File: src/hw/rtl/tmlc_pkg.sv
`default_nettype none

package tmlc_pkg;

  localparam int SAMPLE_W  = 12;
  localparam int LEVEL_W   = 3;
  localparam int CFG_IDX_W = 3;
  localparam int SAMPLE_MAX = (1 << SAMPLE_W) - 1;

  typedef logic [SAMPLE_W-1:0]  sample_t;
  typedef logic [LEVEL_W-1:0]   level_t;
  typedef logic [CFG_IDX_W-1:0] cfg_idx_t;

  typedef enum logic [2:0] {
    S_IDLE,
    S_KEY,
    S_CMP,
    S_ACC,
    S_DIV_START,
    S_DIV_WAIT,
    S_EMIT
  } state_t;

  localparam cfg_idx_t REG_DARK   = 3'd0;
  localparam cfg_idx_t REG_SHADY  = 3'd1;
  localparam cfg_idx_t REG_MEDIUM = 3'd2;
  localparam cfg_idx_t REG_LIGHT  = 3'd3;
  localparam cfg_idx_t REG_WATER  = 3'd4;

  localparam sample_t DARK_RST   = 12'd500;
  localparam sample_t SHADY_RST  = 12'd1200;
  localparam sample_t MEDIUM_RST = 12'd2000;
  localparam sample_t LIGHT_RST  = 12'd3000;
  localparam sample_t WATER_RST  = 12'd1000;

  localparam level_t LVL_DARK   = 3'd0;
  localparam level_t LVL_SHADY  = 3'd1;
  localparam level_t LVL_MEDIUM = 3'd2;
  localparam level_t LVL_LIGHT  = 3'd3;
  localparam level_t LVL_BRIGHT = 3'd4;

  function automatic level_t classify(input sample_t mean, input sample_t dark,
                                      input sample_t shady, input sample_t medium_lim,
                                      input sample_t light);
    level_t lvl;
    if (mean <= dark) begin
      lvl = LVL_DARK;
    end else if (mean <= shady) begin
      lvl = LVL_SHADY;
    end else if (mean <= medium_lim) begin
      lvl = LVL_MEDIUM;
    end else if (mean <= light) begin
      lvl = LVL_LIGHT;
    end else begin
      lvl = LVL_BRIGHT;
    end
    return lvl;
  endfunction

endpackage

`default_nettype wire

File: src/hw/rtl/trimmed_mean_level_classifier.sv
// A sample that does not close a batch is written to the sample memory. The closing
// beat starts a rank pass (one compare per cycle on the memory read port), then divide
// start, reciprocal multiply and result load: result_valid rises once the output is free.
// Throughput: one sample per cycle in a batch; no input from closing beat to result load.
// Reset (rst, synchronous): empty batch, no result pending, thresholds to defaults.
`default_nettype none

module trimmed_mean_level_classifier #(
  parameter int SAMPLE_COUNT = 10,
  parameter int TRIM_DIVIDER = 5
) (
  input  wire logic                clk,
  input  wire logic                rst,
  input  wire logic                sample_valid,
  output logic                     sample_ready,
  input  wire tmlc_pkg::sample_t   sample,
  output logic                     result_valid,
  input  wire logic                result_ready,
  output tmlc_pkg::sample_t        trimmed_mean,
  output tmlc_pkg::level_t         light_level,
  output logic                     water_present,
  input  wire logic                cfg_write,
  input  wire tmlc_pkg::cfg_idx_t  cfg_index,
  input  wire tmlc_pkg::sample_t   cfg_data
);
  import tmlc_pkg::*;

  localparam int TRIM      = SAMPLE_COUNT / TRIM_DIVIDER;
  localparam int MID_COUNT = SAMPLE_COUNT - 2 * TRIM;
  localparam int IDX_W     = $clog2(SAMPLE_COUNT);
  localparam int CNT_W     = $clog2(SAMPLE_COUNT + 1);
  localparam int SUM_W     = $clog2(SAMPLE_COUNT * SAMPLE_MAX + 1);
  localparam logic [IDX_W-1:0] LAST = IDX_W'(SAMPLE_COUNT - 1);

  state_t state, state_next;

  sample_t dark_limit, shady_limit, medium_limit, light_limit, water_threshold;

  logic [IDX_W-1:0] fill;
  logic [IDX_W-1:0] i;
  logic [IDX_W-1:0] j;
  logic [CNT_W-1:0] rank;
  sample_t          key;
  logic [SUM_W-1:0] sum;

  logic             accept;
  logic             emit_ok;
  logic [IDX_W-1:0] raddr;
  sample_t          rdata;
  logic             less;
  logic             keep;
  logic             div_start;
  logic             div_done;
  logic [SUM_W-1:0] quotient;
  sample_t          mean;

  assign accept  = sample_valid && sample_ready;
  assign emit_ok = !result_valid || result_ready;
  assign less    = (rdata < key) || (rdata == key && j < i);
  assign keep    = rank >= CNT_W'(TRIM) && rank < CNT_W'(SAMPLE_COUNT - TRIM);
  assign mean    = quotient[SAMPLE_W-1:0];

  tmlc_sample_mem #(
    .DEPTH (SAMPLE_COUNT)
  ) u_mem (
    .clk   (clk),
    .we    (accept),
    .waddr (fill),
    .wdata (sample),
    .raddr (raddr),
    .rdata (rdata)
  );

  tmlc_divider #(
    .DATA_W  (SUM_W),
    .DIVISOR (MID_COUNT)
  ) u_div (
    .clk      (clk),
    .rst      (rst),
    .start    (div_start),
    .dividend (sum),
    .done     (div_done),
    .quotient (quotient)
  );

  always_comb begin
    state_next = state;
    case (state)
      S_IDLE: begin
        if (accept && fill == LAST) begin
          state_next = S_KEY;
        end
      end
      S_KEY:       state_next = S_CMP;
      S_CMP: begin
        if (j == LAST) begin
          state_next = S_ACC;
        end
      end
      S_ACC:       state_next = (i == LAST) ? S_DIV_START : S_KEY;
      S_DIV_START: state_next = S_DIV_WAIT;
      S_DIV_WAIT: begin
        if (div_done) begin
          state_next = S_EMIT;
        end
      end
      S_EMIT: begin
        if (emit_ok) begin
          state_next = S_IDLE;
        end
      end
      default:     state_next = S_IDLE;
    endcase
  end

  always_comb begin
    sample_ready = 1'b0;
    div_start    = 1'b0;
    raddr        = '0;
    case (state)
      S_IDLE:      sample_ready = 1'b1;
      S_KEY:       raddr = '0;
      S_CMP:       raddr = (j == LAST) ? '0 : j + IDX_W'(1);
      S_ACC:       raddr = (i == LAST) ? '0 : i + IDX_W'(1);
      S_DIV_START: div_start = 1'b1;
      default:     raddr = '0;
    endcase
  end

  always_ff @(posedge clk) begin
    if (rst) begin
      state        <= S_IDLE;
      fill         <= '0;
      result_valid <= 1'b0;
    end else begin
      state <= state_next;
      if (accept) begin
        fill <= (fill == LAST) ? '0 : fill + IDX_W'(1);
      end
      if (state == S_EMIT && emit_ok) begin
        result_valid <= 1'b1;
      end else if (result_ready) begin
        result_valid <= 1'b0;
      end
    end
  end

  always_ff @(posedge clk) begin
    case (state)
      S_IDLE: begin
        i   <= '0;
        sum <= '0;
      end
      S_KEY: begin
        key  <= rdata;
        j    <= '0;
        rank <= '0;
      end
      S_CMP: begin
        j    <= j + IDX_W'(1);
        rank <= rank + CNT_W'(less);
      end
      S_ACC: begin
        i <= i + IDX_W'(1);
        if (keep) begin
          sum <= sum + SUM_W'(key);
        end
      end
      S_EMIT: begin
        if (emit_ok) begin
          trimmed_mean  <= mean;
          light_level   <= classify(mean, dark_limit, shady_limit, medium_limit,
                                    light_limit);
          water_present <= mean > water_threshold;
        end
      end
      default: begin
      end
    endcase
  end

  always_ff @(posedge clk) begin
    if (rst) begin
      dark_limit      <= DARK_RST;
      shady_limit     <= SHADY_RST;
      medium_limit    <= MEDIUM_RST;
      light_limit     <= LIGHT_RST;
      water_threshold <= WATER_RST;
    end else if (cfg_write) begin
      case (cfg_index)
        REG_DARK:   dark_limit      <= cfg_data;
        REG_SHADY:  shady_limit     <= cfg_data;
        REG_MEDIUM: medium_limit    <= cfg_data;
        REG_LIGHT:  light_limit     <= cfg_data;
        REG_WATER:  water_threshold <= cfg_data;
        default: begin
        end
      endcase
    end
  end

endmodule

`default_nettype wire

File: src/hw/rtl/tmlc_sample_mem.sv
`default_nettype none

module tmlc_sample_mem #(
  parameter int DEPTH = 10
) (
  input  wire logic                       clk,
  input  wire logic                       we,
  input  wire logic [$clog2(DEPTH)-1:0]   waddr,
  input  wire tmlc_pkg::sample_t          wdata,
  input  wire logic [$clog2(DEPTH)-1:0]   raddr,
  output tmlc_pkg::sample_t               rdata
);
  import tmlc_pkg::*;

  sample_t mem [DEPTH];

  always_ff @(posedge clk) begin
    if (we) begin
      mem[waddr] <= wdata;
    end
    rdata <= mem[raddr];
  end

endmodule

`default_nettype wire

File: src/hw/rtl/tmlc_divider.sv
`default_nettype none

// divide by a constant through a reciprocal multiply, quotient ready in the cycle after start
module tmlc_divider #(
  parameter int DATA_W  = 17,
  parameter int DIVISOR = 6
) (
  input  wire logic              clk,
  input  wire logic              rst,
  input  wire logic              start,
  input  wire logic [DATA_W-1:0] dividend,
  output logic                   done,
  output logic      [DATA_W-1:0] quotient
);
  import tmlc_pkg::*;

  // ceil(2^SHIFT / DIVISOR) is exact for every dividend below 2^DATA_W
  localparam int     SHIFT     = DATA_W + $clog2(DIVISOR);
  localparam int     RECIP_W   = SHIFT + 1;
  localparam int     PROD_W    = DATA_W + RECIP_W;
  localparam longint RECIP_VAL = ((longint'(1) << SHIFT) + longint'(DIVISOR) - 1)
                                 / longint'(DIVISOR);
  localparam logic [RECIP_W-1:0] RECIP = RECIP_W'(RECIP_VAL);

  logic [DATA_W-1:0] quo;
  logic [PROD_W-1:0] prod;

  assign prod = PROD_W'(dividend) * PROD_W'(RECIP);

  always_ff @(posedge clk) begin
    if (rst) begin
      done <= 1'b0;
    end else begin
      done <= start;
    end
  end

  always_ff @(posedge clk) begin
    if (start) begin
      quo <= prod[SHIFT +: DATA_W];
    end
  end

  assign quotient = quo;

endmodule

`default_nettype wire

File: config.mk
export PLATFORM = sky130hd
export DESIGN_NAME = trimmed_mean_level_classifier
export DESIGN_NICKNAME = d
export VERILOG_FILES = /design/src/hw/rtl/tmlc_pkg.sv /design/src/hw/rtl/trimmed_mean_level_classifier.sv /design/src/hw/rtl/tmlc_sample_mem.sv /design/src/hw/rtl/tmlc_divider.sv
export SDC_FILE = /design/constraint.sdc
export NUM_CORES = 1
export LEC_CHECK = 0
export BUFFER_PORTS_ARGS = -buffer_cell sky130_fd_sc_hd__buf_2
export CORE_AREA = 2 2 189 265
export CTS_CLUSTER_DIAMETER = 50
export DETAILED_ROUTE_END_ITERATION = 10
export DIE_AREA = 0 0 191 267
export SLEW_MARGIN = 10
export SYNTH_ARGS = -nofsm -noshare
export SYNTH_HDL_FRONTEND = slang
export SYNTH_SLANG_ARGS = --single-unit
File: constraint.sdc
create_clock -name clk -period 10.2 [get_ports clk]
set_input_delay 2.55 -clock clk [delete_from_list [all_inputs] [get_ports clk]]
set_output_delay 2.55 -clock clk [all_outputs]
set_load 0.02 [all_outputs]
==> impl_metrics.env, run 1 <==
export IMPL_outcome="finished clean"
export IMPL_synth_ff_type="edfxtp_1"
export IMPL_cts_resized=0
export IMPL_antenna_cells=0
export IMPL_ant_nets=0
export IMPL_final_util_pct=38.9
export IMPL_gp_congestion=0.883
export IMPL_boundaryPins=50
export IMPL_final_max_slew_viol_count=0
export IMPL_viasPerCell=4.85
export IMPL_die_area_um2=51000
export IMPL_grt_ovfl_total=0
export IMPL_fp_coreArea_um2=48600
export IMPL_fillCellCount=4702
export IMPL_cap_violations=0
export IMPL_detail_route_first_pass_iterations=5
export IMPL_cts_hold_buf=0
export IMPL_worstSetupEndpointType="register"
export IMPL_crit_slowest_cell="fa_1"
export IMPL_worst_pin_slew_ns=1.08
export IMPL_cp_arrival_ns=6.34
export IMPL_track_usage_pct=14.6
export IMPL_path_class="register to register"
export IMPL_drc=0
export IMPL_ys_types=65
export IMPL_rsz0062_at_grt="no"
export IMPL_fin_skew_ns=0.0301
export IMPL_vias=10900
export IMPL_routed_wl_um=36500
export IMPL_async_flop_share_pct=0
export IMPL_fin_area_um2=18900
export IMPL_multi_input_area_um2=8500
export IMPL_fmax_ghz=0.166
export IMPL_insertion_delay_ns=0.58
export IMPL_final_cell_mix="inv_1 (249), ha_1 (213), edfxtp_1 (188)"
export IMPL_synth_seq_area_share_pct=43.0
export IMPL_synth_top_area_share_pct=33.4
export IMPL_drive_gt1_share_pct=10.9
export IMPL_grt_antenna_before_repair=0
export IMPL_avgSynthCellArea_um2=11.1
export IMPL_post_cts_buffers=0
export IMPL_fin_nets=1903
export IMPL_place_ws_ns=4.16
export IMPL_ff_latch_area_um2=7270
export IMPL_cts_made_buffers=31
export IMPL_wl_per_cell_um=16.3
export IMPL_clock_path_buffers=3
export IMPL_syn2layout_area_growth_pct=12.0
export IMPL_place_hpwl_um=27400
export IMPL_ys_ff_latch=269
export IMPL_placed_cell_area_um2=17900
export IMPL_cts_tree="done"
export IMPL_die_y_um=267
export IMPL_cts_root_buf="clkbuf_16"
export IMPL_yosys_warnings=0
export IMPL_grt_pass1_wl_um=59100
export IMPL_syn_area_um2=16900
export IMPL_setup_violations=0
export IMPL_hold_violations=0
export IMPL_clock_sinks=269
export IMPL_grt_max_degree=70
export IMPL_synth_edf_count=188
export IMPL_port_buffers=49
export IMPL_relSlewSlack_pct=28.0
export IMPL_synth_largest_area_cell="edfxtp_1"
export IMPL_period_minus_slack_ns=6.02
export IMPL_crit_chain="ha_1 > xor2_1 > ha_1 > inv_1 > fa_1 > inv_1 > fa_1 > fa_1 > inv_1 > fa_1 > inv_1 > ha_1 > nand4_1 > a2111oi_0 > a211oi_2 > a211oi_1 > o2111ai_1 > a21oi_1 > xnor2_1"
export IMPL_timing_final_ws_setup_ns=4.18
export IMPL_hold_class="register to register"
export IMPL_path_clk_slew_ns=0.06
export IMPL_post_route_period_util_pct=59.1
export IMPL_drt_iter0_markers=443
export IMPL_mostFrequentLayoutCell="inv_1"
export IMPL_cp_max_fo=9
export IMPL_grt_pass1_vias=11400
export IMPL_rows=96
export IMPL_syn_num_nets=1849
export IMPL_die_w_um=191
export IMPL_tns_ns=0
export IMPL_start_util_pct=34.7
export IMPL_synthCells=1527
export IMPL_crit_required_ns=10.52
export IMPL_worst_setup_path_start_kind="register"
export IMPL_crit_path_max_incr_delay_ns=0.55
export IMPL_cts_htree_levels=1
export IMPL_yosys_top_cells_area="edfxtp_1 (33%), ha_1 (16%), dfxtp_1 (9.6%)"
-- synth_stat cells, types with 8 or more instances --
library cell,count
a211o_1,25
nand2_1,133
xor2_1,16
ha_1,213
nor3_1,17
a21oi_1,76
nor2b_1,16
clkbuf_1,25
dfxtp_1,81
a31oi_1,15
a21o_1,30
o21a_1,8
o21ai_0,23
nand2b_1,13
nand4_1,19
mux2i_1,32
o211ai_1,17
nand3_1,14
nor2_1,81
nand3b_1,19
fa_1,77
inv_1,249
mux2_2,36
xnor2_1,20
edfxtp_1,188
-- final timing paths --
kind / from / to / slack (ns) / cells after the start
worst min register to register: u_mem.rdata[3]$_DFF_P_ / key[3]$_DFFE_PP_ / 0.43 / 0
worst min-delay path: u_mem.rdata[3]$_DFF_P_ / key[3]$_DFFE_PP_ / 0.43 / 0
worst max register to register: sum[1]$_SDFFCE_PP0P_ / u_div.quotient[11]$_DFFE_PP_ / 4.18 / 19
worst max-delay path: sum[1]$_SDFFCE_PP0P_ / u_div.quotient[11]$_DFFE_PP_ / 4.18 / 19
-- layer usage --
metal | wire length, µm | GRT usage, %
met1 | 14900 | 16.4
met2 | 19300 | 28.0
met3 | 1190 | 1.92
met4 | 1140 | 5.11
met5 | 0 | 0
-- area by class of cell --
| class | instances | share of cell area, % |
|---|---|---|
| multi-input cells | 966 | 44.9 |
| flip-flops and latches | 269 | 38.4 |
| inverters | 250 | 4.96 |
| well taps | 637 | 4.21 |
| clock buffers | 34 | 4.16 |
| repair buffers | 63 | 1.85 |
| clock inverters | 24 | 1.51 |
-- through the flow --
step / hold WS (ns) / instances
detailed placement: 0.424 / 2185
finish: 0.434 / 2243
floorplan: 0.408 / 1527
global placement: 0.420 / 2185
global route: 0.451 / 2243
CTS: 0.439 / 2243
-- sequential cells by signal, summed over array words and instances (netlist names), 12 cells and up --
register         flops
water_threshold     12
u_mem.mem          120
dark_limit          12
u_mem.rdata         12
key                 12
medium_limit        12
light_limit         12
u_div.quotient      12
sum                 16
trimmed_mean        12
shady_limit         12
-- kinds of logic (layout without fill, tap and decap cells) --
family / count (synthesis) / after routing / share of synthesized area, %
compound gates: 230 / 230 / 9.13
mux: 68 / 68 / 4.30
xor+xnor: 36 / 36 / 1.87
simple gates: 342 / 342 / 9.56
buf+inv: 292 / 371 / 7.22
flops: 269 / 269 / 43.0
fa+ha+maj: 290 / 290 / 24.9
-- critical path: cells and delay by family (launching register included) --
kind	cells	cell delay, ns
compound gates	5	1.47
flops	1	0.54
xor+xnor	2	0.29
buf+inv	4	0.19
fa+ha+maj	7	3.13
simple gates	1	0.15
Power of run 1 is not shown: default switching activity piles up to over one toggle a cycle in this logic, so the estimate is an artifact.
==> run 2, diff against run 1 <==
ABC_AREA = 1   (was not set)
CORE_AREA = 2 2 195 273   (was 2 2 189 265)
DIE_AREA = 0 0 197 275   (was 0 0 191 267)
clock period = 5.1 ns   (was 10.2 ns; I/O delays follow)
==> impl_metrics.env, run 2 <==
export IMPL_ys_types=43
export IMPL_ant_nets=0
export IMPL_path_class="register to register"
export IMPL_ff2ff_setup_slack_ns=0.18
export IMPL_top_usage_layer="met2"
export IMPL_outcome="finished clean"
export IMPL_gp_congestion=0.947
export IMPL_crit_required_ns=5.41
export IMPL_synth_largest_area_cell="edfxtp_1"
export IMPL_grtUsageMet1_pct=17.6
export IMPL_wl_per_cell_um=16.5
export IMPL_leakagePower_nw=9.92
export IMPL_power_density_nw_per_um2=247
export IMPL_syn2layout_area_growth_pct=15.2
export IMPL_vias=13400
export IMPL_finalPower_mw=5.09
export IMPL_worstSetupEndpointType="register"
export IMPL_grt_max_degree=61
export IMPL_cts_tree="done"
export IMPL_timing_final_ws_setup_ns=0.181
export IMPL_netlist_top_cells_count="inv_1 (423), nand2_1 (313), ha_1 (213), edfxtp_1 (188), nand3_1 (180)"
export IMPL_grt_antenna_before_repair=0
export IMPL_relSlewSlack_pct=19.3
export IMPL_clock_path_buffers=3
export IMPL_setup_violations=0
export IMPL_gr_usage_met3_pct=2.39
export IMPL_synth_top_area_share_pct=31.5
export IMPL_place_hpwl_um=34900
export IMPL_worst_setup_path_start_kind="register"
export IMPL_final_max_slew_viol_count=0
export IMPL_rows=99
export IMPL_grt_use_met2_pct=34.3
export IMPL_cap_violations=0
export IMPL_die_w_um=197
export IMPL_mostFrequentLayoutCell="inv_1"
export IMPL_routed_wl_um=45700
export IMPL_synthCells=1992
export IMPL_hold_violations=0
export IMPL_syn_area_um2=17900
export IMPL_die_y_um=275
export IMPL_cts_made_buffers=35
export IMPL_detail_route_first_pass_iterations=5
export IMPL_period_minus_slack_ns=4.92
export IMPL_antenna_cells=0
export IMPL_syn_num_nets=2314
export IMPL_reg_top3="u_mem.mem (120), sum (16)"
export IMPL_final_util_pct=39.9
export IMPL_synth_seq_area_share_pct=40.6
export IMPL_worstHoldStart="u_mem.rdata[1]$_DFF_P_"
export IMPL_grt_ovfl_total=0
export IMPL_grt_pass1_wl_um=72600
export IMPL_fmax_ghz=0.203
export IMPL_track_usage_pct=17.3
export IMPL_clock_sinks=269
export IMPL_synth_ff_type="edfxtp_1"
export IMPL_yosys_top_cells_area="edfxtp_1 (32%), ha_1 (15%), dfxtp_1 (9.1%)"
export IMPL_die_area_um2=54200
export IMPL_yosys_warnings=0
export IMPL_port_buffers=49
export IMPL_cts_htree_levels=2
export IMPL_fin_skew_ns=0.0308
export IMPL_start_util_pct=34.6
export IMPL_drc=0
export IMPL_place_ws_ns=-0.126
export IMPL_vdd_drop_max_mv=0.285
export IMPL_drt_iter0_markers=624
export IMPL_post_route_period_util_pct=96.4
export IMPL_startpoint="sum[2]$_SDFFCE_PP0P_"
export IMPL_ys_ff_latch=269
export IMPL_cts_hold_buf=0
export IMPL_boundaryPins=50
export IMPL_grt_pass1_vias=13800
export IMPL_cts_root_buf="clkbuf_16"
export IMPL_worst_pin_slew_ns=1.20
export IMPL_async_flop_share_pct=0
export IMPL_drive_gt1_share_pct=11.0
export IMPL_insertion_delay_ns=0.57
export IMPL_avgSynthCellArea_um2=8.99
export IMPL_fp_coreArea_um2=51800
export IMPL_synth_most_common_cell="inv_1"
export IMPL_viasPerCell=4.85
export IMPL_cp_arrival_ns=5.23
export IMPL_hold_class="register to register"
export IMPL_path_clk_slew_ns=0.06
export IMPL_fin_nets=2414
export IMPL_final_cell_mix="inv_1 (420), nand2_1 (303), ha_1 (198)"
export IMPL_regMostFlops="u_mem.mem"
export IMPL_synth_edf_count=188
export IMPL_cp_max_fo=5
export IMPL_regToRegStartpoint="sum[2]$_SDFFCE_PP0P_"
export IMPL_largest_reg_flops=120
[run 2: changes by cell type after synthesis, sizes merged, moves of 21 or more]
cell	previous run	this run
a211o	25	0
a21o	30	9
a21oi	76	130
inv	250	425
mux2	36	0
mux2i	32	0
nand2	133	316
nand3	14	183
nor2	81	126
o21ai	27	93
[run 2: repair_timing]
| action | CTS | global route |
|---|---|---|
| buffers inserted | 3 | 11 |
| pin swaps | 0 | 15 |
| resized for setup | 6 | 59 |
| endpoints found under the setup margin | 5 | 11 |
[run 2: layout make-up]
class,instances,area [µm²]
fill,5070,31100
tap,656,821
clock inverter,24,269
sequential,269,7270
multi-input combinational,1254,9110
timing repair buffer,107,684
clock buffer,40,895
inverter,425,1600
[run 2: cells by family after synthesis]
| kind of cell | count (synthesis) | share of synthesized area [%] |
|---|---|---|
| fa+ha+maj | 290 | 23.5 |
| simple gates | 673 | 16.4 |
| xor+xnor | 19 | 0.929 |
| buf+inv | 469 | 10.2 |
| flops | 269 | 40.6 |
| compound gates | 272 | 8.41 |
[run 2: power breakdown]
part | internal [mW] | total (mW) | switching, mW
sequential | 2.37 | 2.38 | 0.0141
clock | 1.41 | 2.47 | 1.05
combinational | 0.0879 | 0.244 | 0.156
total | 3.87 | 5.09 | 1.22
[run 2: path summary, 6_finish.rpt]
| kind | endpoint | cells after the start |
|---|---|---|
| hold / removal | key[1]$_DFFE_PP_ | 0 |
| hold reg to reg | key[1]$_DFFE_PP_ | 0 |
| setup / recovery | u_div.quotient[6]$_DFFE_PP_ | 19 |
| setup reg to reg | u_div.quotient[6]$_DFFE_PP_ | 19 |
[run 2: worst max-delay path: stages (launching register included)]
cell      delay, ns
edfxtp_1       0.48
buf_4          0.19
ha_4           0.25
xor2_2         0.15
ha_1           0.29
inv_1          0.06
fa_1           0.53
inv_1          0.05
fa_1           0.55
fa_1           0.45
fa_2           0.58
ha_4           0.22
nand2_1        0.06
nand2_1        0.09
a21boi_2       0.18
nor2_1         0.07
nor2_2         0.22
nand3_1        0.11
nand2_1        0.06
nand2_1        0.05
[run 2: metal layers]
| layer | share of wire (%) | vias to the layer above |
|---|---|---|
| li1 | - | 6724 |
| met5 | 0 | - |
| met1 | 38 | 6379 |
| met3 | 3.1 | 102 |
| met2 | 55 | 241 |
| met4 | 4.5 | 0 |
[run 2: metrics by stage]
step                      instance area, µm²  hold WS [ns]  cells  TNS [ns]
after CTS                              20300         0.439   2764  -0.00195
after global placement                 19100         0.420   2697   -0.0927
after global routing                   20600         0.449   2775    -0.119
after floorplan                        17900         0.408   1992         0
after detailed placement               19100         0.424   2697    -0.175
final                                  20600         0.435   2775         0
(Power assumes the default switching activity.)
==> run 3, diff against run 2 <==
ABC_AREA = not set   (was 1)
CORE_AREA = 2 2 223 225   (was 2 2 195 273)
DIE_AREA = 0 0 225 227   (was 0 0 197 275)
clock period = 6.26 ns   (was 5.1 ns; I/O delays follow)
==> impl_metrics.env, run 3 (synthesized netlist as in run 1, its figures left out) <==
export IMPL_gp_congestion=0.866
export IMPL_wl_per_cell_um=15.8
export IMPL_syn2layout_area_growth_pct=12.3
export IMPL_drc=0
export IMPL_start_util_pct=34.8
export IMPL_boundaryPins=50
export IMPL_final_cell_mix="inv_1 (249), ha_1 (213), edfxtp_1 (188)"
export IMPL_placed_cell_area_um2=17900
export IMPL_clock_sinks=269
export IMPL_die_y_um=227
export IMPL_grt_max_degree=70
export IMPL_regMostFlops="u_mem.mem"
export IMPL_place_ws_ns=0.317
export IMPL_period_minus_slack_ns=5.88
export IMPL_path_class="register to register"
export IMPL_regToRegStartpoint="sum[3]$_SDFFCE_PP0P_"
export IMPL_largest_reg_flops=120
export IMPL_ant_nets=0
export IMPL_wl_met3_um=1240
export IMPL_hold_class="register to register"
export IMPL_fin_nets=1910
export IMPL_crit_required_ns=6.54
export IMPL_min_path_cells=0
export IMPL_die_w_um=225
export IMPL_fp_coreArea_um2=48500
export IMPL_port_buffers=49
export IMPL_rows=81
export IMPL_fin_skew_ns=0.0207
export IMPL_r2r_end="u_div.quotient[11]$_DFFE_PP_"
export IMPL_top_layer="met4"
export IMPL_insertion_delay_ns=0.54
export IMPL_rsz0062_at_grt="no"
export IMPL_cts_made_buffers=34
export IMPL_worstHoldStart="u_mem.rdata[3]$_DFF_P_"
export IMPL_setup_violations=0
export IMPL_post_route_period_util_pct=93.9
export IMPL_path_clk_slew_ns=0.06
export IMPL_grt_antenna_before_repair=0
export IMPL_place_hpwl_um=26000
export IMPL_cts_root_buf="clkbuf_16"
export IMPL_antenna_cells=0
export IMPL_r2r_cells=19
export IMPL_cts_htree_levels=2
export IMPL_clock_path_buffers=3
export IMPL_cts_tree="done"
export IMPL_track_usage_pct=14.2
export IMPL_fin_area_um2=19000
export IMPL_hold_violations=0
export IMPL_ff2ff_setup_slack_ns=0.38
export IMPL_worst_setup_path_start_kind="register"
export IMPL_viasPerCell=4.79
export IMPL_cp_max_fo=6
export IMPL_reg_top3="u_mem.mem (120), sum (16)"
export IMPL_die_area_um2=51100
export IMPL_cap_violations=0
export IMPL_final_max_slew_viol_count=0
export IMPL_hold_end="key[3]$_DFFE_PP_"
export IMPL_routed_wl_um=35400
export IMPL_vias=10700
export IMPL_relSlewSlack_pct=29.5
export IMPL_worstSetupEndpointType="register"
export IMPL_met2_length_um=16900
export IMPL_detail_route_first_pass_iterations=5
export IMPL_worst_pin_slew_ns=1.05
export IMPL_grt_pass1_vias=11000
export IMPL_timing_final_ws_setup_ns=0.384
export IMPL_mostFrequentLayoutCell="inv_1"
export IMPL_cp_arrival_ns=6.16
export IMPL_tns_ns=0
export IMPL_outcome="finished clean"
export IMPL_drt_iter0_markers=458
export IMPL_grt_ovfl_total=0
export IMPL_fmax_ghz=0.170
export IMPL_drive_gt1_share_pct=11.4
export IMPL_wl_met1_um=16500
export IMPL_grt_pass1_wl_um=56900
## run 3: worst max-delay path by stage
stage          depth (start not counted)  slack [ns]                      endpoint                  from
5_1_grt                               19        0.06  u_div.quotient[11]$_DFFE_PP_  sum[3]$_SDFFCE_PP0P_
2_1_floorplan                         18        0.73   u_div.quotient[9]$_DFFE_PP_  sum[1]$_SDFFCE_PP0P_
6_report                              19        0.38  u_div.quotient[11]$_DFFE_PP_  sum[3]$_SDFFCE_PP0P_
3_5_place_dp                          19        0.32  u_div.quotient[11]$_DFFE_PP_  sum[3]$_SDFFCE_PP0P_
3_3_place_gp                          18        0.47   u_div.quotient[9]$_DFFE_PP_  sum[3]$_SDFFCE_PP0P_
4_1_cts                               18        0.30   u_div.quotient[9]$_DFFE_PP_  sum[3]$_SDFFCE_PP0P_
## run 3: layout make-up
cell class / instances / area (µm²)
multi-input cells: 966 / 8490
flip-flops and latches: 269 / 7270
fillers: 4616 / 29600
repair buffers: 67 / 380
clock buffers: 41 / 928
clock inverters: 20 / 189
well taps: 622 / 778
inverters: 250 / 938
## run 3: worst max-delay path, cell delays in order, from the launching register on
cell,delay [ns]
edfxtp_1,0.50
ha_1,0.42
xor2_1,0.31
ha_1,0.30
inv_1,0.08
fa_1,0.42
inv_1,0.09
fa_1,0.42
fa_1,0.55
inv_1,0.05
fa_1,0.53
inv_1,0.04
ha_1,0.31
nand4_1,0.15
a2111oi_1,0.37
a211oi_2,0.22
a211oi_1,0.42
o2111ai_1,0.16
a21oi_1,0.19
xnor2_1,0.09
## run 3: metrics by stage
stage                     util (%)  hold slack, ns  std cells
final                         39.1           0.434       2235
after global routing          39.1           0.440       2235
after CTS                     39.1           0.435       2235
after detailed placement      36.8           0.421       2174
after global placement        36.8           0.419       2174
after floorplan                  -           0.408       1527
## run 3: per-layer routing
metal / up-vias / global-route usage, %
li1: 5386 / -
met1: 5122 / 18.4
met2: 143 / 24.2
met3: 57 / 2.49
met4: 0 / 4.10
met5: - / 0
## run 3: what timing repair did
| item | 4_1_cts | 5_1_grt |
|---|---|---|
| setup endpoints to repair | 0 | 1 |
| gates resized for setup | 0 | 1 |
| buffers inserted | 0 | 0 |
| hold buffers | 0 | 0 |
Power of run 3 is left out for the same reason.
